===== src/utf8esc_pkg.sv =====
`default_nettype none
package utf8esc_pkg;

  localparam int unsigned CpW = 21;

  localparam logic OP_ESCAPED = 1'b0;
  localparam logic OP_RAW     = 1'b1;
  localparam logic MODE_CHAR   = 1'b0;
  localparam logic MODE_STRING = 1'b1;

  localparam logic [CpW-1:0] CP_MAX  = 21'h10FFFF;
  localparam logic [CpW-1:0] SURR_LO = 21'h00D800;
  localparam logic [CpW-1:0] SURR_HI = 21'h00DFFF;
  localparam logic [CpW-1:0] LIM1    = 21'h000080;
  localparam logic [CpW-1:0] LIM2    = 21'h000800;
  localparam logic [CpW-1:0] LIM3    = 21'h010000;
  localparam logic [CpW-1:0] DEL_CODE = 21'h00007F;
  localparam logic [CpW-1:0] C1_HI    = 21'h00009F;
  localparam logic [CpW-1:0] CTRL_LIM = 21'h000020;

  localparam logic [CpW-1:0] CP_NUL   = 21'h000000;
  localparam logic [CpW-1:0] CP_TAB   = 21'h000009;
  localparam logic [CpW-1:0] CP_LF    = 21'h00000A;
  localparam logic [CpW-1:0] CP_CR    = 21'h00000D;
  localparam logic [CpW-1:0] CP_DQUOTE = 21'h000022;
  localparam logic [CpW-1:0] CP_SQUOTE = 21'h000027;
  localparam logic [CpW-1:0] CP_BSLASH = 21'h00005C;

  localparam logic [7:0] BYTE_BSLASH = 8'h5C;
  localparam logic [7:0] BYTE_N      = 8'h6E;
  localparam logic [7:0] BYTE_T      = 8'h74;
  localparam logic [7:0] BYTE_R      = 8'h72;
  localparam logic [7:0] BYTE_ZERO   = 8'h30;
  localparam logic [7:0] BYTE_SQUOTE = 8'h27;
  localparam logic [7:0] BYTE_DQUOTE = 8'h22;

  localparam logic [1:0] CONT_TAG  = 2'b10;
  localparam logic [2:0] LEAD2_TAG = 3'b110;
  localparam logic [3:0] LEAD3_TAG = 4'b1110;
  localparam logic [4:0] LEAD4_TAG = 5'b11110;

  typedef struct packed {
    logic [CpW-1:0] code_point;
    logic           operation;
    logic           escape_mode;
  } in_t;

  typedef struct packed {
    logic [7:0] out_byte;
    logic       last_byte;
    logic       rejected;
  } out_t;

  typedef struct packed {
    logic [3:0][7:0] bytes;
    logic [1:0]      last_idx;
    logic            rejected;
  } enc_t;

endpackage
`default_nettype wire


===== src/utf8esc_decode.sv =====
`default_nettype none
module utf8esc_decode (
  input  utf8esc_pkg::in_t  item_i,
  output utf8esc_pkg::enc_t enc_o
);
  import utf8esc_pkg::*;

  logic [CpW-1:0]  c;
  logic [3:0][7:0] utf;
  logic [1:0]      utf_last;
  logic [7:0]      esc;
  logic            bad_range;
  logic            bad_ctrl;

  assign c = item_i.code_point;

  always_comb begin
    utf = '0;
    if (c < LIM1) begin
      utf[0]   = c[7:0];
      utf_last = 2'd0;
    end else if (c < LIM2) begin
      utf[0]   = {LEAD2_TAG, c[10:6]};
      utf[1]   = {CONT_TAG, c[5:0]};
      utf_last = 2'd1;
    end else if (c < LIM3) begin
      utf[0]   = {LEAD3_TAG, c[15:12]};
      utf[1]   = {CONT_TAG, c[11:6]};
      utf[2]   = {CONT_TAG, c[5:0]};
      utf_last = 2'd2;
    end else begin
      utf[0]   = {LEAD4_TAG, c[20:18]};
      utf[1]   = {CONT_TAG, c[17:12]};
      utf[2]   = {CONT_TAG, c[11:6]};
      utf[3]   = {CONT_TAG, c[5:0]};
      utf_last = 2'd3;
    end
  end

  always_comb begin
    case (c)
      CP_LF:     esc = BYTE_N;
      CP_TAB:    esc = BYTE_T;
      CP_CR:     esc = BYTE_R;
      CP_NUL:    esc = BYTE_ZERO;
      CP_BSLASH: esc = BYTE_BSLASH;
      CP_SQUOTE: esc = (item_i.escape_mode == MODE_CHAR) ? BYTE_SQUOTE : 8'h00;
      CP_DQUOTE: esc = (item_i.escape_mode == MODE_STRING) ? BYTE_DQUOTE : 8'h00;
      default:   esc = 8'h00;
    endcase
  end

  assign bad_range = (c > CP_MAX) || (c inside {[SURR_LO:SURR_HI]});
  assign bad_ctrl  = (c < CTRL_LIM) || (c == DEL_CODE) || (c inside {[LIM1:C1_HI]});

  always_comb begin
    enc_o.bytes    = utf;
    enc_o.last_idx = utf_last;
    enc_o.rejected = 1'b0;
    if (item_i.operation == OP_ESCAPED) begin
      if (bad_range) begin
        enc_o.bytes    = '0;
        enc_o.last_idx = 2'd0;
        enc_o.rejected = 1'b1;
      end else if (esc != 8'h00) begin
        enc_o.bytes    = {8'h00, 8'h00, esc, BYTE_BSLASH};
        enc_o.last_idx = 2'd1;
      end else if (bad_ctrl) begin
        enc_o.bytes    = '0;
        enc_o.last_idx = 2'd0;
        enc_o.rejected = 1'b1;
      end
    end
  end

endmodule
`default_nettype wire


===== src/utf8_escape_encoder.sv =====
// UTF-8 encoder with backslash escapes. Each input transaction carries one
// code point; the block returns 1 to 4 output transactions, one byte each,
// the final one flagged last_byte (a rejected code point gives a single
// transaction with out_byte zero and rejected set). The input is registered and
// decoded combinationally into a 4-byte result buffer; while the output is not
// stalled the buffer drains one byte per cycle and throughput is one code point
// per cycle while each yields one byte. A code point holds the output until its
// last byte is taken; input stalls once a code point waits on a busy buffer.
`default_nettype none
module utf8_escape_encoder (
  input  wire                clk_i,
  input  wire                rst_ni,
  input  wire                in_valid_i,
  output logic               in_stall_o,
  input  utf8esc_pkg::in_t   in_data_i,
  output logic               out_valid_o,
  input  wire                out_stall_i,
  output utf8esc_pkg::out_t  out_data_o
);
  import utf8esc_pkg::*;

  logic in_valid_q, in_valid_d;
  in_t  in_data_q;
  enc_t enc;

  logic            res_valid_q, res_valid_d;
  logic [3:0][7:0] bytes_q;
  logic [1:0]      last_idx_q;
  logic [1:0]      idx_q, idx_d;
  logic            rej_q;

  logic in_take;
  logic out_take;
  logic res_done;
  logic res_load;
  logic s1_free;

  utf8esc_decode u_decode (
    .item_i(in_data_q),
    .enc_o (enc)
  );

  assign out_take = out_valid_o && !out_stall_i;
  assign res_done = out_take && (idx_q == last_idx_q);
  assign res_load = in_valid_q && (!res_valid_q || res_done);
  assign s1_free  = !in_valid_q || res_load;
  assign in_stall_o = !s1_free;
  assign in_take  = in_valid_i && s1_free;

  assign in_valid_d  = in_take ? 1'b1 : (res_load ? 1'b0 : in_valid_q);
  assign res_valid_d = res_load ? 1'b1 : (res_done ? 1'b0 : res_valid_q);
  assign idx_d       = res_load ? 2'd0 : (out_take ? idx_q + 2'd1 : idx_q);

  always_ff @(posedge clk_i or negedge rst_ni) begin
    if (!rst_ni) begin
      in_valid_q  <= 1'b0;
      res_valid_q <= 1'b0;
      idx_q       <= 2'd0;
    end else begin
      in_valid_q  <= in_valid_d;
      res_valid_q <= res_valid_d;
      idx_q       <= idx_d;
    end
  end

  always_ff @(posedge clk_i) begin
    if (in_take) begin
      in_data_q <= in_data_i;
    end
    if (res_load) begin
      bytes_q    <= enc.bytes;
      last_idx_q <= enc.last_idx;
      rej_q      <= enc.rejected;
    end
  end

  assign out_valid_o          = res_valid_q;
  assign out_data_o.out_byte  = bytes_q[idx_q];
  assign out_data_o.last_byte = (idx_q == last_idx_q);
  assign out_data_o.rejected  = rej_q;

  a_reject_single: assert property (@(posedge clk_i) disable iff (!rst_ni)
    out_valid_o && out_data_o.rejected |->
      out_data_o.last_byte && (out_data_o.out_byte == 8'h00))
    else $error("rejected result not a single zero byte");

  a_idx_bound: assert property (@(posedge clk_i) disable iff (!rst_ni)
    res_valid_q |-> idx_q <= last_idx_q)
    else $error("byte index past end of result");

  a_continue: assert property (@(posedge clk_i) disable iff (!rst_ni)
    out_take && !out_data_o.last_byte |=> out_valid_o)
    else $error("result dropped before its last byte");

  a_stall_full: assert property (@(posedge clk_i) disable iff (!rst_ni)
    in_stall_o |-> in_valid_q && res_valid_q)
    else $error("input stalled with free stage");

endmodule
`default_nettype wire

===== config.mk =====
export PLATFORM = sky130hd
export DESIGN_NAME = utf8_escape_encoder
export DESIGN_NICKNAME = d
export VERILOG_FILES = /design/src/utf8esc_pkg.sv /design/src/utf8esc_decode.sv /design/src/utf8_escape_encoder.sv
export SDC_FILE = /design/constraint.sdc
export NUM_CORES = 1
export LEC_CHECK = 0
export BUFFER_PORTS_ARGS = -buffer_cell sky130_fd_sc_hd__buf_2
export CAP_MARGIN = 20
export CORE_MARGIN = 2
export CORE_UTILIZATION = 58
export DETAILED_ROUTE_END_ITERATION = 8
export HOLD_SLACK_MARGIN = 0.1
export PLACE_DENSITY_LB_ADDON = 0.12
export REMOVE_ABC_BUFFERS = 1
export SLEW_MARGIN = 20
export SYNTH_ARGS = -nofsm -noshare
export SYNTH_HDL_FRONTEND = slang
export SYNTH_SLANG_ARGS = --single-unit

===== constraint.sdc =====
create_clock -name clk_i -period 3 [get_ports clk_i]
set_input_delay 0.6 -clock clk_i [delete_from_list [all_inputs] [get_ports clk_i]]
set_output_delay 0.6 -clock clk_i [all_outputs]
set_load 0.02 [all_outputs]

### Word-level counts from Yosys, hierarchy flattened

Index checks and enable logic that the tools add are counted.

* bits in registers: 62
* word-level logic and storage cells: 78

* $add $sub $neg: 1
* magnitude comparators: 10
* equal/unequal tests: 8
* mux-type cells: 27
* reductions and logical operators: 20

Operators by type and width (number)
* $mux 35: 3
* $mux 24: 3
* $eq 21x4->1 const B: 3
* $pmux 8 s7: 1
* $eq 21x6->1 const B: 2
* $eq 21x7->1 const B: 2
* $mux 34: 1
* $mux 16: 2
* $mux 8: 3
* $mux 22: 1
* $ge 21x16->1 const B: 1
* $ge 21x8->1 const B: 1
* $gt 21x21->1 const B: 1
* $le 21x16->1 const B: 1
* $le 21x8->1 const B: 1
* $logic_not 21->1: 1
* $lt 21x12->1 const B: 1
* $lt 21x17->1 const B: 1
* $lt 21x6->1 const B: 1
* $lt 21x8->1 const B: 1
* $bmux 8 s2: 1
* $mux 6: 2
* $mux 2: 4
* $reduce_bool 8->1: 1
* other kinds (8): 27

### Depth between registers and ports, before layout

Gate-level depths: netlist of run 1.

* depth in word-level cells: 10
* gate-level depth with buffers: 7
* mapped depth without buffers: 5

### Hierarchy

A second synthesis of run 1 with hierarchy kept.

* cell total of the unflattened synthesis: 260
* area total of the unflattened synthesis: 3220.6 µm²

By module, submodules not included
* utf8_escape_encoder: instances 1, cells each 91, area each 2210.9 µm², sequential area each 1841.8 µm²
* utf8esc_decode: instances 1, cells each 169, area each 1009.7 µm², sequential area each 0.0 µm²

### Worst setup path before layout of run 1

Ideal clock, no wire load.

* path type: register to register
* from: reg in_data_q[20] in the netlist's numbering
* to: reg bytes_q[13] in the netlist's numbering (data pin)
* setup time: 271 ps
* data arrival time: 2463 ps
* data required time: 2729 ps
* slack: 265 ps
* cell stages (with the launch flop): 8
* path buffers: 2
* clock period less this slack: 2735 ps
* cell sequence: edfxtp_1 or4_1 buf_2 or4_1 buf_2 or4_4 a41oi_1 o22ai_1

RTL lines
* from (decl): RTL line utf8_escape_encoder.sv:23 `in_t in_data_q;`
* from (signal assigned): RTL line utf8_escape_encoder.sv:68 `in_data_q <= in_data_i;`
* to (signal assigned): RTL line utf8_escape_encoder.sv:71 `bytes_q <= enc.bytes;`
* to (decl): RTL line utf8_escape_encoder.sv:27 `logic [3:0][7:0] bytes_q;`

==> flow_summary.json, run 1 <==
{
  "outcome": "completed",
  "fillers": 392,
  "fin_crit_ns": 2.80,
  "setup_viol": 0,
  "clk_path_buf_depth": 2,
  "drtAntennaViolNets": 0,
  "synthDistinctLibCells": 55,
  "die_h_um": 77.4,
  "worst_slack_ns": 0.204,
  "tightest_slew_ns": 0.649,
  "cts_sinks": 59,
  "crit_start": "in_data_q[20]",
  "drv_cap": 0,
  "critPathTopFamily": "simple AND/OR/NAND/NOR gates",
  "synth_area_sq_mm": 0.00313,
  "p_leak_nw": 1.31,
  "critical_path_arrival_ns": 2.84,
  "yosysSeqAreaShare": 0.560,
  "cts_setup_buffers": 0,
  "path_clk_slew_ns": 0.06,
  "cp_slowest_stage_delay_ns": 0.63,
  "hp-class": "primary input to flop",
  "wl_per_cell_um": 18.9,
  "die-area_sq_mm": 0.00599,
  "start_util": 0.608,
  "io_buffers": 38,
  "dp_slack_ns": 0.232,
  "dr_total_vias": 2472,
  "cp-end-kind": "flop",
  "drt-initial-drc-count": 276,
  "r2r_start": "in_data_q[20]",
  "critPathSlowestCell": "or4_1",
  "rows": 26,
  "crit_buf_inv": 0,
  "slew_headroom": 0.567,
  "layout.nets": 342,
  "timing.final.crit_share": 0.932,
  "worstSetupPathType": "flop to flop",
  "ys_ff_latch": 59,
  "grt_max_degree": 35,
  "area_delta_synth_final_pct": 16.4,
  "worstPathCellList": "or4_1 > or4_1 > or4_4 > a41oi_1 > o22ai_1",
  "path_max_fanout": 7,
  "antenna_found_initial": 0,
  "synthArstFlopShare": 0.0678,
  "hold_start": "in_data_i[1]",
  "routed_via_density": 6.34,
  "cp_data_required_time_ns": 3.05,
  "yosys_warnings": 0,
  "cts-root-buf": "clkbuf_8",
  "ctsHtreeMaxLevel": 3,
  "setup_tns_ns": 0,
  "grtUsageTotal": 0.261,
  "die_x_um": 77.4,
  "clock.fmax_mhz": 358,
  "rsz0062_at_grt": "false",
  "cp_common_cell": "or4_1",
  "dr.pass1.iters": 7,
  "layout-drive-gt1-share": 0.272,
  "diodes": 0,
  "start_kind": "flop",
  "post-route-drc-count": 0,
  "routed_wl_um": 7360,
  "synth_edf_count": 55,
  "io_pins": 39,
  "cts_tree": "built",
  "dpl.hpwl_um": 5340,
  "synth.avg_cell_area_sq_um": 11.6,
  "hold_viol_final": 0,
  "grt_pass1_wl_um": 11800,
  "grt_pass1_vias": 2364,
  "numCtsBuffers": 9,
  "clock_latency_ns": 0.33,
  "peakVddDrop_uv": 499,
  "final_max_slew_viol_count": 0,
  "overflow": 0,
  "power_density_mw_per_mm2": 819,
  "synthFlopType": "edfxtp_1",
  "gp_congestion": 0.954,
  "synth_cells": 269,
  "core_area_sq_mm": 0.00514,
  "skew_ns": 0.00630
}
-- worst reg2reg max path: cells and delay by family, from the launching register on --
kind / cells / cell delay [ns]
compound gates: 2 / 0.32
simple gates: 3 / 1.77
flops: 1 / 0.43
-- layout by cell type (no fill, tap or decap), types with 9 or more instances in the layout --
master    netlist  layout
o21ai_0        15      15
buf_4           1      17
nor4_1         11      11
nor2_1         19      19
edfxtp_1       55      55
inv_1           9       9
nand2_1        16      16
clkbuf_8        0      12
buf_2           3      38
a21oi_1        23      23
-- Yosys cell counts (all sizes together), types with 5 or more instances --
cell	n	area [sq um]
clkbuf	16	60.1
buf	5	26.3
edfxtp	55	1650
nor4	12	90.1
nand3	6	35.0
nand2	16	60.1
or4	7	60.1
nor2	19	71.3
inv	9	33.8
a22oi	7	52.6
mux4	7	158
o21ai	16	80.1
a21oi	23	115
-- report_power, final --
part           total (W)  switching, W  internal, W  leakage [nW]
Combinational   0.000944      0.000552     0.000392         0.670
Sequential       0.00138      0.000195      0.00119         0.548
Clock           0.000651      0.000286     0.000365        0.0965
-- logic make-up (layout without fill, tap and decap cells) --
| group | Yosys count | in the layout | synth area share |
|---|---|---|---|
| AO/OA/AOI/OAI | 83 | 83 | 0.181 |
| buffers and inverters | 30 | 81 | 0.0384 |
| multiplexers | 8 | 8 | 0.0536 |
| XOR/XNOR | 5 | 5 | 0.0140 |
| flip-flops | 59 | 59 | 0.560 |
| AND/OR/NAND/NOR | 84 | 84 | 0.153 |
-- final cells by class --
| cell class | instances | area (sq um) | area share |
|---|---|---|---|
| repair buffers | 56 | 328 | 0.0901 |
| multi-input cells | 180 | 1250 | 0.345 |
| inverters | 9 | 33.8 | 0.00929 |
| well taps | 70 | 87.6 | 0.0241 |
| clock buffers | 14 | 173 | 0.0475 |
| clock inverters | 2 | 10.0 | 0.00275 |
| flip-flops and latches | 59 | 1750 | 0.482 |
-- worst paths after layout --
check	end	depth (start not counted)	slack, ns
max	bytes_q[13]	5	0.20
min	in_data_q[1]	1	0.44
max reg2reg	bytes_q[13]	5	0.20
min reg2reg	out_valid_o	2	0.47
max in group asynchronous	out_valid_o	2	2.27
min in group asynchronous	idx_q[0]	2	0.61
-- per-layer routing --
| metal | up-vias | wire (um) | track usage |
|---|---|---|---|
| met3 | 13 | 561 | 0.0453 |
| met4 | 0 | 155 | 0.107 |
| met1 | 1176 | 3080 | 0.351 |
| met5 | - | 0 | 0 |
| met2 | 127 | 3560 | 0.426 |
| li1 | 1156 | - | - |
-- sequential cells by signal (all words and copies together), names as in the netlist --
register     count
in_data_q       23
bytes_q         30
last_idx_q       1
idx_q            2
rej_q            1
in_valid_q       1
out_valid_o      1
-- timing repair --
action	4_1_cts	5_1_grt
hold endpoints to repair	4	0
gates resized for setup	0	0
hold buffers	1	0
-- metrics by stage --
step	instance area [sq um]	std cells	utilization	hold slack, ns	total power [W]
finish	3640	390	0.708	0.441	0.00298
global route	3640	390	0.708	0.424	0.00313
CTS	3640	390	0.708	0.428	0.00299
detailed placement	3440	373	0.670	0.412	0.00234
global placement	3440	373	0.670	0.408	0.00230
floorplan	3040	248	-	0.304	0.00198
Note: power is estimated with default switching activity, not from simulation.
==> inputs of run 2 (changes only) <==
--- a/config.mk
+++ b/config.mk
@@ -8,7 +8,8 @@
 export BUFFER_PORTS_ARGS = -buffer_cell sky130_fd_sc_hd__buf_2
 export CAP_MARGIN = 20
 export CORE_MARGIN = 2
-export CORE_UTILIZATION = 58
+export CORE_UTILIZATION = 60
+export CTS_BUF_LIST = sky130_fd_sc_hd__clkbuf_8
 export DETAILED_ROUTE_END_ITERATION = 8
 export HOLD_SLACK_MARGIN = 0.1
 export PLACE_DENSITY_LB_ADDON = 0.12
==> run 2 against run 1 <==
Effect of this change: hold slack improved by 0.0026 ns; setup slack improved by 0.039 ns; sequential cell count stayed put; die area down 3.2%; register-to-register slack gained 0.04 ns; fmax grew 1.4%; clock power is 2% lower; utilization increased by 0.73 points; combinational power barely moved; global-route usage grew 0.72 points; non-clock buffer count unchanged; largest cell class unchanged.
==> flow_summary.json, run 2 (synthesized netlist as in run 1, its figures left out) <==
{
  "wl_per_cell_um": 18.8,
  "start_kind": "flop",
  "dr.pass1.iters": 5,
  "io_pins": 39,
  "final_cell_mix": "55 x edfxtp_1, 38 x buf_2, 23 x a21oi_1, 19 x nor2_1, 17 x buf_4",
  "rows": 26,
  "rsz0062_at_grt": "false",
  "grt_pass1_vias": 2395,
  "post-route-util": 0.715,
  "clock_latency_ns": 0.33,
  "top_register": "bytes_q",
  "ctsHtreeMaxLevel": 3,
  "largest_reg_flops": 30,
  "cts_setup_buffers": 0,
  "cp_common_cell": "or4_1",
  "cts_tree": "built",
  "worstSetupPathType": "flop to flop",
  "cp_slowest_stage_delay_ns": 0.62,
  "outcome": "completed",
  "setup_tns_ns": 0,
  "grt_max_degree": 35,
  "diodes": 0,
  "start_util": 0.616,
  "path_max_fanout": 7,
  "core_area_sq_mm": 0.00507,
  "crit_start": "in_data_q[20]",
  "dr_total_vias": 2465,
  "grtUsageTotal": 0.269,
  "slew_headroom": 0.610,
  "setup_viol": 0,
  "holdWs_ns": 0.443,
  "cts-root-buf": "clkbuf_8",
  "post-route-drc-count": 0,
  "hold_viol_final": 0,
  "fin_crit_ns": 2.76,
  "power_density_mw_per_mm2": 816,
  "critical_path_arrival_ns": 2.83,
  "timing.final.crit_share": 0.919,
  "cp-end-kind": "flop",
  "top_regs": "bytes_q (30), in_data_q (23), idx_q (2)",
  "peakVddDrop_uv": 513,
  "routed_via_density": 6.34,
  "io_buffers": 38,
  "layout-drive-gt1-share": 0.263,
  "die_x_um": 76.2,
  "final_common_cell": "edfxtp_1",
  "clock.fmax_mhz": 363,
  "cts_sinks": 59,
  "dpl.hpwl_um": 5450,
  "critPathSlowestCell": "or4_1",
  "drt-initial-drc-count": 247,
  "grt_pass1_wl_um": 11700,
  "path_clk_slew_ns": 0.06,
  "overflow": 0,
  "numCtsBuffers": 9,
  "drv_cap": 0,
  "final_max_slew_viol_count": 0,
  "tightest_slew_ns": 0.580,
  "routed_wl_um": 7330,
  "clk_path_buf_depth": 2,
  "hp-class": "primary input to flop",
  "hold_start": "in_data_i[7]",
  "area_delta_synth_final_pct": 16.1,
  "antenna_found_initial": 0,
  "layout.nets": 342,
  "cp_data_required_time_ns": 3.07,
  "skew_ns": 0.00514,
  "die_h_um": 76.2,
  "r2r_start": "in_data_q[20]",
  "worstPathCellList": "or4_1 > or4_1 > or4_4 > a41oi_1 > o22ai_1",
  "drtAntennaViolNets": 0,
  "die-area_sq_mm": 0.00580,
  "gp_congestion": 0.980,
  "p_leak_nw": 1.32
}
run 2: final cells by class:
cell class                      count  area [sq um]
Fill cell                         372          1450
Multi-Input combinational cell    180          1250
Inverter                            9          33.8
Sequential cell                    59          1750
Clock buffer                        9           124
Timing Repair Buffer               56           328
Clock inverter                      6          50.0
Tap cell                           70          87.6
run 2: power by group:
part	leakage [nW]	switching (W)	total, W	internal (W)
clock	0.0965	0.000273	0.000638	0.000365
combinational	0.671	0.000556	0.000947	0.000391
sequential	0.548	0.000187	0.00138	0.00119
run 2: worst max-delay path: cells and delay by family, from the launching register on:
family,cells,cell delay [ns]
simple gates,3,1.75
flops,1,0.42
compound gates,2,0.33
run 2: timing repair:
| item | in CTS | in global routing |
|---|---|---|
| hold endpoints to repair | 4 | 0 |
| hold buffers | 1 | 0 |
| resized for setup | 0 | 0 |
run 2: path summary, 6_finish.rpt:
path,end,cells past startpoint,slack [ns]
max,bytes_q[13],5,0.24
min,in_data_q[7],1,0.44
max reg2reg,bytes_q[13],5,0.24
min reg2reg,out_valid_o,2,0.45
max in group asynchronous,out_valid_o,2,2.26
min in group asynchronous,idx_q[0],2,0.63
run 2: stage by stage:
stage	total power [W]	worst slack [ns]	instance area, sq um	instances
after floorplan	0.00198	0.194	3040	248
after global placement	0.00231	0.288	3440	373
after detailed placement	0.00233	0.265	3440	373
after CTS	0.00297	0.257	3630	389
after global routing	0.00312	0.129	3630	389
final	0.00296	0.244	3630	389
run 2: routing by layer:
layer | GRT usage | routed length (um)
met2 | 0.457 | 3630
met4 | 0.125 | 161
met1 | 0.327 | 2900
met5 | 0 | 0
met3 | 0.0616 | 641
==> inputs of run 3 (changes only) <==
--- a/config.mk
+++ b/config.mk
@@ -8,7 +8,7 @@
 export BUFFER_PORTS_ARGS = -buffer_cell sky130_fd_sc_hd__buf_2
 export CAP_MARGIN = 20
 export CORE_MARGIN = 2
-export CORE_UTILIZATION = 60
+export CORE_UTILIZATION = 25
 export CTS_BUF_LIST = sky130_fd_sc_hd__clkbuf_8
 export DETAILED_ROUTE_END_ITERATION = 8
 export HOLD_SLACK_MARGIN = 0.1
==> run 3 against run 2 <==
Effect of this change: first-iteration DRC count is 26% lower; wire length increased by 14%; hold slack lost 0.020 ns; via count shrank 1.5%; combinational power rose by 4.8%; utilization down 40 points; register-to-register slack worse by 0.07 ns; critical path type unchanged; global-route usage shrank 13 points; setup slack lost 0.069 ns; sequential cell count did not move; total power increased by 4.1%; design area up 5.0%.
==> flow_summary.json, run 3 (synthesized netlist as in run 1, its figures left out) <==
{
  "drt-initial-drc-count": 182,
  "layout.nets": 347,
  "ctsResizeCount": 0,
  "dr_total_vias": 2429,
  "grtUsageTotal": 0.137,
  "cts_sinks": 59,
  "critPathSlowestCell": "or4_1",
  "p_leak_nw": 1.34,
  "start_util": 0.258,
  "clk_path_buf_depth": 2,
  "clock.fmax_mhz": 354,
  "diodes": 0,
  "dr.pass1.iters": 5,
  "io_pins": 39,
  "setup_tns_ns": 0,
  "worstPathCellList": "or4_1 > or4_1 > or4_4 > a41oi_1 > o22ai_1",
  "critPathTopFamily": "simple AND/OR/NAND/NOR gates",
  "largest_reg_flops": 30,
  "skew_ns": 0.0113,
  "tightest_slew_ns": 0.654,
  "timing.final.crit_share": 0.942,
  "routed_wl_um": 8330,
  "top_register": "bytes_q",
  "die_h_um": 116,
  "rsz0062_at_grt": "false",
  "layout-drive-gt1-share": 0.283,
  "clock_latency_ns": 0.35,
  "cp-end-kind": "flop",
  "dpl.hpwl_um": 6180,
  "antenna_found_initial": 0,
  "ctsHtreeMaxLevel": 3,
  "critical_path_arrival_ns": 2.90,
  "grt_pass1_wl_um": 13500,
  "cts-root-buf": "clkbuf_8",
  "cp_common_cell": "or4_1",
  "final_common_cell": "edfxtp_1",
  "die_x_um": 116,
  "fillers": 1277,
  "die-area_sq_mm": 0.0134,
  "worstSetupPathType": "flop to flop",
  "wl_per_cell_um": 16.9,
  "drv_cap": 0,
  "grt_pass1_vias": 2398,
  "grt_max_degree": 35,
  "post-route-drc-count": 0,
  "peakVddDrop_uv": 315,
  "cp_data_required_time_ns": 3.07,
  "rows": 40,
  "cp_slowest_stage_delay_ns": 0.64,
  "fin_crit_ns": 2.83,
  "drtAntennaViolNets": 0,
  "path_max_fanout": 7,
  "slew_headroom": 0.560,
  "start_kind": "flop",
  "p_total_w": 0.00308,
  "crit_buf_inv": 0,
  "final_max_slew_viol_count": 0,
  "path_clk_slew_ns": 0.07,
  "routed_via_density": 4.93,
  "io_buffers": 38,
  "power_density_mw_per_mm2": 809,
  "outcome": "completed",
  "cts_tree": "built",
  "core_area_sq_mm": 0.0121,
  "top_regs": "bytes_q (30), in_data_q (23), idx_q (2)",
  "hp-class": "primary input to flop",
  "overflow": 0,
  "final_cell_mix": "55 x edfxtp_1, 38 x buf_2, 23 x a21oi_1, 22 x buf_4, 19 x nor2_1",
  "gp_congestion": 0.883,
  "setup_viol": 0,
  "area_delta_synth_final_pct": 21.9,
  "hold_viol_final": 0,
  "numCtsBuffers": 9
}
[run 3: stage by stage]
step                      hold WS [ns]  instances  worst slack, ns   util  area (sq um)
after floorplan                  0.304        248            0.194      -          3040
after global placement           0.411        476            0.236  0.298          3600
after detailed placement         0.415        476            0.186  0.298          3600
after CTS                        0.402        493            0.175  0.315          3810
after global routing             0.399        493           0.0903  0.315          3810
final                            0.423        493            0.174  0.315          3810
[run 3: layout make-up]
| cell class | instances | area (sq um) | share of cell area |
|---|---|---|---|
| clock buffers | 10 | 138 | 0.0361 |
| inverters | 9 | 33.8 | 0.00887 |
| flip-flops and latches | 59 | 1750 | 0.460 |
| multi-input cells | 180 | 1250 | 0.329 |
| repair buffers | 61 | 365 | 0.0959 |
| well taps | 168 | 210 | 0.0552 |
| clock inverters | 6 | 57.6 | 0.0151 |
[run 3: worst paths after layout]
check                              start             to  slack (ns)  cells past startpoint
max in group asynchronous         rst_ni     in_valid_q        2.30                      2
min reg2reg                   in_valid_q    out_valid_o        0.47                      2
max reg2reg                in_data_q[20]    bytes_q[13]        0.17                      5
max                        in_data_q[20]    bytes_q[13]        0.17                      5
min                        in_data_i[14]  in_data_q[14]        0.42                      1
min in group asynchronous         rst_ni       idx_q[0]        0.58                      2
[run 3: per-layer routing]
| metal | vias up | routed length, um | track usage | share of wire |
|---|---|---|---|---|
| met3 | 14 | 452 | 0.0387 | 0.054 |
| met2 | 70 | 3830 | 0.204 | 0.46 |
| met1 | 1179 | 3900 | 0.185 | 0.47 |
| met4 | 0 | 157 | 0.0611 | 0.019 |
| met5 | - | 0 | 0 | 0 |
| li1 | 1166 | - | - | - |
[run 3: repair_timing]
item	4_1_cts	5_1_grt
buffers inserted	0	0
endpoints found under the hold margin	4	0
hold buffers	1	0
[run 3: power by group]
| group | switching (W) | total [W] | leakage, nW | internal [W] |
|---|---|---|---|---|
| Sequential | 0.000184 | 0.00137 | 0.548 | 0.00119 |
| Clock | 0.000319 | 0.000718 | 0.101 | 0.000398 |
| Combinational | 0.000582 | 0.000992 | 0.695 | 0.000409 |
| Total | 0.00109 | 0.00308 | 1.34 | 0.00200 |
